$ cat src/hw/rtl/bcds_pkg.sv
package bcds_pkg;

  localparam int unsigned CodeW    = 8;
  localparam int unsigned TermW    = 2 * CodeW;
  localparam int unsigned SumW     = 31;
  localparam int unsigned MaxLanes = 4;
  localparam int unsigned NumQueriesDefault = 4;

  typedef enum logic [1:0] {
    MetricSqDiff  = 2'd0,
    MetricAbsDiff = 2'd1,
    MetricDot     = 2'd2
  } bcds_metric_e;

  // per-step control shared by all lanes
  typedef struct packed {
    logic         en;
    logic         last;
    bcds_metric_e metric;
  } bcds_ctrl_t;

endpackage

$ cat src/hw/rtl/byte_code_distance_sum.sv
// An accepted item waits in the input register and is added into the lane
// accumulators when it moves on; a last item's sums go to the output register.
// Throughput: one item per cycle, but a last item waits while an untaken result
// holds the output register; each lane's multiply-accumulate is combinational.
// Reset (rst_ni low, asynchronous): accumulators cleared, metric back to
// squared difference, no item held on either side.
module byte_code_distance_sum
  import bcds_pkg::*;
#(
  parameter int unsigned NUM_QUERIES = NumQueriesDefault
) (
  input  logic                 clk_i,
  input  logic                 rst_ni,
  input  logic                 metric_we_i,
  input  logic [1:0]           metric_i,
  input  logic                 in_valid_i,
  output logic                 in_ready_o,
  input  logic [CodeW-1:0]     row_code_i,
  input  logic [CodeW-1:0]     query_code_0_i,
  input  logic [CodeW-1:0]     query_code_1_i,
  input  logic [CodeW-1:0]     query_code_2_i,
  input  logic [CodeW-1:0]     query_code_3_i,
  input  logic                 last_element_i,
  output logic                 out_valid_o,
  input  logic                 out_ready_i,
  output logic [SumW-1:0]      sum_0_o,
  output logic [SumW-1:0]      sum_1_o,
  output logic [SumW-1:0]      sum_2_o,
  output logic [SumW-1:0]      sum_3_o
);

  bcds_metric_e     metric_q;
  logic             s1_valid_q, s1_valid_d;
  logic             s1_last_q;
  logic [CodeW-1:0] s1_row_q;
  logic [CodeW-1:0] s1_query_q [MaxLanes];
  logic             out_valid_q, out_valid_d;
  logic [SumW-1:0]  out_sum_q [MaxLanes];
  logic [SumW-1:0]  lane_sum [MaxLanes];
  logic             in_fire, s1_adv, out_load;
  bcds_ctrl_t       ctrl;

  // a non-last item never blocks; a last one needs a free output slot
  assign s1_adv     = s1_valid_q && (!s1_last_q || !out_valid_q || out_ready_i);
  assign in_ready_o = !s1_valid_q || s1_adv;
  assign in_fire    = in_valid_i && in_ready_o;
  assign out_load   = s1_adv && s1_last_q;

  assign ctrl.en     = s1_adv;
  assign ctrl.last   = s1_last_q;
  assign ctrl.metric = metric_q;

  always_ff @(posedge clk_i or negedge rst_ni) begin
    if (!rst_ni) begin
      metric_q <= MetricSqDiff;
    end else if (metric_we_i) begin
      metric_q <= bcds_metric_e'(metric_i);
    end
  end

  always_comb begin
    s1_valid_d = s1_valid_q;
    if (in_fire) begin
      s1_valid_d = 1'b1;
    end else if (s1_adv) begin
      s1_valid_d = 1'b0;
    end
  end

  always_ff @(posedge clk_i or negedge rst_ni) begin
    if (!rst_ni) begin
      s1_valid_q <= 1'b0;
    end else begin
      s1_valid_q <= s1_valid_d;
    end
  end

  always_ff @(posedge clk_i) begin
    if (in_fire) begin
      s1_last_q     <= last_element_i;
      s1_row_q      <= row_code_i;
      s1_query_q[0] <= query_code_0_i;
      s1_query_q[1] <= query_code_1_i;
      s1_query_q[2] <= query_code_2_i;
      s1_query_q[3] <= query_code_3_i;
    end
  end

  for (genvar k = 0; k < MaxLanes; k++) begin : g_lane
    if (k < NUM_QUERIES) begin : g_used
      bcds_lane u_lane (
        .clk_i   (clk_i),
        .rst_ni  (rst_ni),
        .ctrl_i  (ctrl),
        .row_i   (s1_row_q),
        .query_i (s1_query_q[k]),
        .sum_o   (lane_sum[k])
      );
    end else begin : g_unused
      assign lane_sum[k] = '0;
    end
  end

  always_comb begin
    out_valid_d = out_valid_q;
    if (out_load) begin
      out_valid_d = 1'b1;
    end else if (out_ready_i) begin
      out_valid_d = 1'b0;
    end
  end

  always_ff @(posedge clk_i or negedge rst_ni) begin
    if (!rst_ni) begin
      out_valid_q <= 1'b0;
    end else begin
      out_valid_q <= out_valid_d;
    end
  end

  always_ff @(posedge clk_i) begin
    if (out_load) begin
      out_sum_q <= lane_sum;
    end
  end

  assign out_valid_o = out_valid_q;
  assign sum_0_o     = out_sum_q[0];
  assign sum_1_o     = out_sum_q[1];
  assign sum_2_o     = out_sum_q[2];
  assign sum_3_o     = out_sum_q[3];

`ifndef ASSERT_OFF
  a_stall_cause: assert property (@(posedge clk_i) disable iff (!rst_ni)
    !in_ready_o |-> (s1_valid_q && s1_last_q && out_valid_q && !out_ready_i))
    else $error("input stalled without a blocked last item");

  a_result_from_last: assert property (@(posedge clk_i) disable iff (!rst_ni)
    $rose(out_valid_q) |-> $past(s1_valid_q && s1_last_q))
    else $error("result appeared without a last item");

  a_result_drains: assert property (@(posedge clk_i) disable iff (!rst_ni)
    (out_valid_q && out_ready_i && !(s1_valid_q && s1_last_q)) |=> !out_valid_q)
    else $error("taken result not retired");

  a_last_clears: assert property (@(posedge clk_i) disable iff (!rst_ni)
    (s1_valid_q && !s1_last_q) |-> s1_adv)
    else $error("non-last item held back");
`endif

endmodule

$ cat src/hw/rtl/bcds_lane.sv
module bcds_lane
  import bcds_pkg::*;
(
  input  logic                   clk_i,
  input  logic                   rst_ni,
  input  bcds_ctrl_t             ctrl_i,
  input  logic [CodeW-1:0]       row_i,
  input  logic [CodeW-1:0]       query_i,
  output logic [SumW-1:0]        sum_o
);

  logic [SumW-1:0]  acc_q, acc_d;
  logic [CodeW-1:0] diff;
  logic [CodeW-1:0] mul_a, mul_b;
  logic [TermW-1:0] prod, term;
  logic [SumW:0]    raw_sum;
  logic [SumW-1:0]  sat_sum;

  assign diff = (row_i >= query_i) ? (row_i - query_i) : (query_i - row_i);

  // one shared 8x8 multiplier: square of the difference or plain product
  always_comb begin
    case (ctrl_i.metric)
      MetricSqDiff: begin
        mul_a = diff;
        mul_b = diff;
      end
      default: begin
        mul_a = row_i;
        mul_b = query_i;
      end
    endcase
  end

  assign prod = mul_a * mul_b;

  always_comb begin
    case (ctrl_i.metric)
      MetricAbsDiff: term = {{(TermW-CodeW){1'b0}}, diff};
      default:       term = prod;
    endcase
  end

  assign raw_sum = {1'b0, acc_q} + {{(SumW+1-TermW){1'b0}}, term};
  assign sat_sum = raw_sum[SumW] ? {SumW{1'b1}} : raw_sum[SumW-1:0];
  assign sum_o   = sat_sum;

  always_comb begin
    acc_d = acc_q;
    if (ctrl_i.en) begin
      acc_d = ctrl_i.last ? '0 : sat_sum;
    end
  end

  always_ff @(posedge clk_i or negedge rst_ni) begin
    if (!rst_ni) begin
      acc_q <= '0;
    end else begin
      acc_q <= acc_d;
    end
  end

endmodule

$ cat config.mk
export PLATFORM = sky130hd
export DESIGN_NAME = byte_code_distance_sum
export DESIGN_NICKNAME = d
export VERILOG_FILES = /design/src/hw/rtl/bcds_pkg.sv /design/src/hw/rtl/byte_code_distance_sum.sv /design/src/hw/rtl/bcds_lane.sv
export SDC_FILE = /design/constraint.sdc
export NUM_CORES = 1
export LEC_CHECK = 0
export BUFFER_PORTS_ARGS = -buffer_cell sky130_fd_sc_hd__buf_2
export CAP_MARGIN = 20
export CORE_MARGIN = 2
export CORE_UTILIZATION = 55
export CTS_CLUSTER_SIZE = 25
export DETAILED_ROUTE_END_ITERATION = 10
export PLACE_DENSITY = 0.73
export SETUP_SLACK_MARGIN = 0.4
export SLEW_MARGIN = 5
export SYNTH_ARGS = -nofsm -noshare
export SYNTH_HDL_FRONTEND = slang
export SYNTH_SLANG_ARGS = --single-unit
$ cat constraint.sdc
create_clock -name clk_i -period 10.9 [get_ports clk_i]
set_clock_uncertainty 0.1 [all_clocks]
set_input_delay 1.635 -clock clk_i [delete_from_list [all_inputs] [get_ports clk_i]]
set_output_delay 1.635 -clock clk_i [all_outputs]
set_load 0.05 [all_outputs]
== After elaboration in Yosys (flattened, before gate mapping) ==
Memories as Yosys holds them, arrays and structs flattened.
Index checks and enable logic that the tools add are counted.

* Add/subtract/negate cells: 12
* Multipliers: 4
* Order comparisons: 4
* Equal/unequal tests: 1
* Mux-type cells: 30
* Reduce and logical (&&, ||, !) cells: 12

{| class="wikitable"
|+ Operator list
! kind !! count
|-
| $mux W31 || 8
|-
| $add A31 B16 Y32 || 4
|-
| $mux W8 || 12
|-
| $mul A8 B8 Y16 || 4
|-
| $mux W16 || 4
|-
| $sub A8 B8 Y8 || 8
|-
| $ge A8 B8 Y1 || 4
|-
| $mux W1 || 6
|-
| $reduce_bool A2 Y1 || 2
|-
| $logic_and A1 B1 Y1 || 3
|-
| $logic_not A1 Y1 || 3
|-
| $logic_or A1 B1 Y1 || 3
|-
| $eq A2 B1 Y1 const B || 1
|-
| $logic_not A2 Y1 || 1
|}

* Register bits: 261
* RAM bits: 32
* Input port bits: 48
* Output and inout port bits: 126
* Word-level logic and storage cells: 77
* Memories kept: 1

{| class="wikitable"
|+ Memories
! name !! words !! bits a word !! rd ports !! clocked after memory_dff !! wr ports !! RTL line !! text
|-
| s1_query_q || 4 || 8 || 4 || 0 || 4 || byte_code_distance_sum.sv:36 || <nowiki>logic [CodeW-1:0] s1_query_q [MaxLanes];</nowiki>
|}

== Logic depth before layout (Yosys ltp) ==
* Depth after elaboration: 8
* Depth in mapped cells: 39

== Modules after synthesis ==
Synthesis repeated with hierarchy kept, for this count alone.

* Cells, all modules: 2,980
* Area total of the unflattened synthesis: 27,727.8 sq um

{| class="wikitable"
|+ By module, submodules not included
! module !! instances !! cells an instance !! area an instance (sq um)
|-
| bcds_lane (g_lane[2].g_used.u_lane) || 1 || 724 || 5,780.5
|-
| bcds_lane (g_lane[0].g_used.u_lane) || 1 || 722 || 5,736.8
|-
| bcds_lane (g_lane[1].g_used.u_lane) || 1 || 680 || 5,551.6
|-
| bcds_lane (g_lane[3].g_used.u_lane) || 1 || 675 || 5,514.0
|-
| byte_code_distance_sum || 1 || 179 || 5,144.9
|}

== Worst setup path after synthesis ==
OpenSTA, ideal clock, no wires.

* Path type: register to register
* From: register s1_row_q[0]
* To: register out_sum_q (netlist bit sum_0_o[30]), data pin
* Setup time: 0.265 ns
* Arrival: 8.813 ns
* Setup slack: 1.721 ns
* Cell stages (with the launch flop): 36
* Buffers on the path: 3
* Period minus slack after synthesis: 9.179 ns
* Path through: edfxtp_1 > clkbuf_1 > inv_1 > ha_1 > inv_1 > fa_1 > a21o_1 > a211oi_1 > o21ai_1 > a211oi_1 > a211oi_1 > o31a_1 > or2_2 > fa_1 > fa_1 > inv_1 > fa_1 > inv_1 > fa_1 > inv_1 > ha_1 > or2_2 > a21oi_1 > a211oi_1 > nor3_1 > o21ai_0 > nor3b_1 > ha_1 > and3_1 > and2_0 > a221o_1 > o21a_1 > o21ai_1 > clkbuf_1 > buf_2 > nand3_1

* Longest elaborated chain between the ends: 7

{| class="wikitable"
|+ Ends and longest elaborated chain
! what !! RTL line !! text
|-
| start: declaration || byte_code_distance_sum.sv:35 || <nowiki>logic [CodeW-1:0] s1_row_q;</nowiki>
|-
| start signal: assignment || byte_code_distance_sum.sv:81 || <nowiki>s1_row_q <= row_code_i;</nowiki>
|-
| $sub A8 B8 Y8 / $ge A8 B8 Y1 (equally long branches) || bcds_lane.sv:19 || <nowiki>assign diff = (row_i >= query_i) ? (row_i - query_i) : (query_i - row_i);</nowiki>
|-
| $mux W8 || bcds_lane.sv:19 ||
|-
| $mux W8 || bcds_lane.sv:23 || <nowiki>case (ctrl_i.metric)</nowiki>
|-
| $mul A8 B8 Y16 || bcds_lane.sv:35 || <nowiki>assign prod = mul_a * mul_b;</nowiki>
|-
| $mux W16 * || bcds_lane.sv:38 || <nowiki>case (ctrl_i.metric)</nowiki>
|-
| $add A31 B16 Y32 * || bcds_lane.sv:44 || <nowiki>assign raw_sum = {1'b0, acc_q} + {{(SumW+1-TermW){1'b0}}, term};</nowiki>
|-
| $mux W31 * || bcds_lane.sv:45 || <nowiki>assign sat_sum = raw_sum[SumW] ? {SumW{1'b1}} : raw_sum[SumW-1:0];</nowiki>
|-
| via g_lane[0].g_used.u_lane.sum_o[30] || bcds_lane.sv:9 || <nowiki>output logic [SumW-1:0] sum_o</nowiki>
|-
| end signal: assignment || byte_code_distance_sum.sv:123 || <nowiki>out_sum_q <= lane_sum;</nowiki>
|-
| end: declaration || byte_code_distance_sum.sv:38 || <nowiki>logic [SumW-1:0] out_sum_q [MaxLanes];</nowiki>
|}

The timed path passes the listed nets; every way through them passes the cells marked *.
A chain may end at the register's enable or synchronous reset.

== Final worst setup path ==
* From: register s1_row_q[0]
* To: register out_sum_q (netlist bit sum_1_o[21]), data pin

* Longest elaborated chain between the ends: 7

{| class="wikitable"
|+ Ends and longest elaborated chain
! what !! RTL line
|-
| $sub A8 B8 Y8 / $ge A8 B8 Y1 (equally long branches) || bcds_lane.sv:19
|-
| $mux W8 || bcds_lane.sv:19
|-
| $mux W8 || bcds_lane.sv:23
|-
| $mul A8 B8 Y16 || bcds_lane.sv:35
|-
| $mux W16 * || bcds_lane.sv:38
|-
| $add A31 B16 Y32 * || bcds_lane.sv:44
|-
| $mux W31 * || bcds_lane.sv:45
|-
| via g_lane[1].g_used.u_lane.sum_o[21] || bcds_lane.sv:9
|}

Marked as above.

==> reports/results.ini <==
[run_status]
outcome = completed

[drt]
firstDrtPassIters = 5
num_vias = 23200
first_iter_violations = 2139
drc = 0
viasPerCell = 6.06
detail-route-antenna-nets = 0
wire_per_inst_um = 19.3
drt-total-wl_um = 73900

[timing]
min_period_over_period_pct = 92.6
rsz0062_at_grt = false
layout_setup_ws_ns = 0.809
setup_violations = 0
fmax_mhz = 99.1
worst_pin_slew_ns = 0.962
hold_viol = 0
fin_tns_setup_ns = 0
drv_slew = 0
slew_headroom_pct = 35.9
fin_crit_ns = 10.09
hold_slack_ns = 0.416

[global_routing]
grt_pass1_vias = 22400
met1_usage_pct = 41.1
use_met3_pct = 4.41
antenna_found_initial = 1
grt.total_usage_pct = 28.5
grt_pass1_wl_um = 118000
gr-total-overflow = 0
grt_max_degree = 82
grtUsageMet2_pct = 44.5
top_usage_layer = met2

[critical_path]
critPathLaunchType = flip-flop
max_stage_delay_ns = 0.65
crit_path_top_delay_cell = or4_1
cp_max_fo = 24
path_class = flip-flop to flip-flop
required_ns = 11.09
cp.arrival_ns = 10.29
worstSetupEndpointType = flip-flop

[yosys]
synth_xor_area_share_pct = 4.04
synthMuxAreaShare_pct = 1.26
synth_area_mm2 = 0.0275
ys_warn_count = 0
synth_seq_area_share_pct = 29.7
syn_area_per_cell_um2 = 9.11
syn_nets = 3491
synth_top_family_by_area = adder cells
synth_edf_count = 165
netlist_instances = 3019
synth-main-ff-cell = edfxtp_1
synth_fa_ha_area_share_pct = 23.5
synth_compound_area_share_pct = 20.4
ys_ff_latch = 293
synthDistinctLibCells = 88
synth_simple_gate_area_share_pct = 15.5
synthArstFlopShare_pct = 43.7

[worst_hold_path]
min_path_type = flip-flop to flip-flop

[clocking]
cts_tree = built
root_buffer = clkbuf_16
ctsHtreeMaxLevel = 2
ctsLongestPathBuffers = 3
postCtsSetupRepairBufs = 0
cts_buffers = 34
cts_sinks = 293
insertion_delay_ns = 0.57
path_clk_slew_ns = 0.06

[floorplanning]
core_area_mm2 = 0.0492
initial_core_util_pct = 56.0
chipWidth_um = 228
die_area_mm2 = 0.0518
io_pins = 174
core.rowCount = 81
die_h_um = 228

[finish]
layout_common_cells = inv_1, nor2_1, ha_1, a21oi_1, nand2_1
fillers = 4216
regArea_mm2 = 0.00816
final_cell_area_mm2 = 0.0302
layout_commonest_cell = inv_1
syn_to_final_growth_pct = 9.72
insertedDiodeCount = 0
drive_gt1_share_pct = 10.6
num-nets-final = 3612
multi_input_area_mm2 = 0.0179

[placement]
io_buffers = 173
place_area_mm2 = 0.0290
pre_cts_ws_ns = 0.798
place_congestion = 0.927
post-dp-hpwl_um = 55700

[flow_run]
cap_violations = 0

registers in the layout (all words and copies together) (netlist names):
name and flops:
sum_2_o 31, s1_valid_q 1, sum_0_o 31, s1_last_q 1, s1_row_q 8, sum_3_o 31
sum_1_o 31, out_valid_o 1, s1_query_q 32, g_lane.g_used.u_lane.acc_q 124, metric_q 2
metal layers:
metal | vias to the layer above | part of all wire [%] | routed length (µm)
met4 | 2 | 2.9 | 2150
met2 | 847 | 44 | 32400
met5 | - | 0.011 | 8
li1 | 11000 | - | -
met3 | 150 | 7.0 | 5180
met1 | 11200 | 46 | 34100
cell usage after synthesis (38+ instances only):
library cell | n | share of area (%)
inv_1 | 288 | 3.9
nor2_1 | 277 | 3.8
ha_1 | 268 | 12
a21oi_1 | 226 | 4.1
nand2_1 | 222 | 3.0
edfxtp_1 | 165 | 18
fa_1 | 156 | 11
o21ai_0 | 152 | 2.8
dfrtp_1 | 128 | 12
clkbuf_1 | 100 | 1.4
a21o_1 | 73 | 2.0
a22o_1 | 71 | 2.3
nor3_1 | 65 | 1.2
xor2_1 | 64 | 2.0
xnor2_1 | 63 | 2.0
nand3_1 | 55 | 1.0
a211oi_1 | 45 | 1.2
and3_1 | 38 | 0.86
through the flow:
| stage | std cells | utilization [%] |
|---|---|---|
| 2_1_floorplan | 3019 | - |
| 3_3_place_gp | 3766 | 59.0 |
| 3_5_place_dp | 3766 | 59.0 |
| 4_1_cts | 3828 | 61.3 |
| 5_1_grt | 3830 | 61.4 |
| 6_report | 3830 | 61.4 |
logic make-up after synthesis:
kind of cell               count (synthesis)
AOI/OAI and AO/OA                        845
xor gates and xnor gates                 127
buffers and inverters                    408
muxes                                     33
adders and majority gates                424
and+or+nand+nor                          889
DFF                                      293
final cells by class:
| type | instances | share of cell area, % |
|---|---|---|
| clock inverters | 13 | 0.439 |
| inverters | 288 | 3.60 |
| repair buffers | 205 | 3.77 |
| clock buffers | 49 | 3.21 |
| flip-flops and latches | 293 | 27.0 |
| well taps | 664 | 2.75 |
| multi-input cells | 2318 | 59.2 |
worst paths after layout:
kind                       cells past startpoint  slack [ns]                                end                              start
min reg2reg                                    1        0.42  g_lane[2].g_used.u_lane.acc_q[14]  g_lane[2].g_used.u_lane.acc_q[14]
min in group asynchronous                      1        0.95   g_lane[0].g_used.u_lane.acc_q[3]                             rst_ni
max in group asynchronous                      2        8.28  g_lane[2].g_used.u_lane.acc_q[28]                             rst_ni
min                                            1        0.42  g_lane[2].g_used.u_lane.acc_q[14]  g_lane[2].g_used.u_lane.acc_q[14]
max                                           35        0.81                        sum_1_o[21]                        s1_row_q[0]
max reg2reg                                   35        0.81                        sum_1_o[21]                        s1_row_q[0]
timing repair:
action                                  in CTS  in global routing
hold buffers                                 0                  0
gates resized for setup                      0                  7
endpoints found under the setup margin       0                 50
critical path, delay by kind of cell (launching register included):
family,cells,cell delay (ns)
DFF,1,0.35
buffers and inverters,7,0.91
and+or+nand+nor,6,1.78
AOI/OAI and AO/OA,12,2.89
adders and majority gates,8,3.25
xor gates and xnor gates,1,0.16
muxes,1,0.36
Power is not shown: default switching activity piles up to over one toggle a cycle in this logic, so the estimate is an artifact.
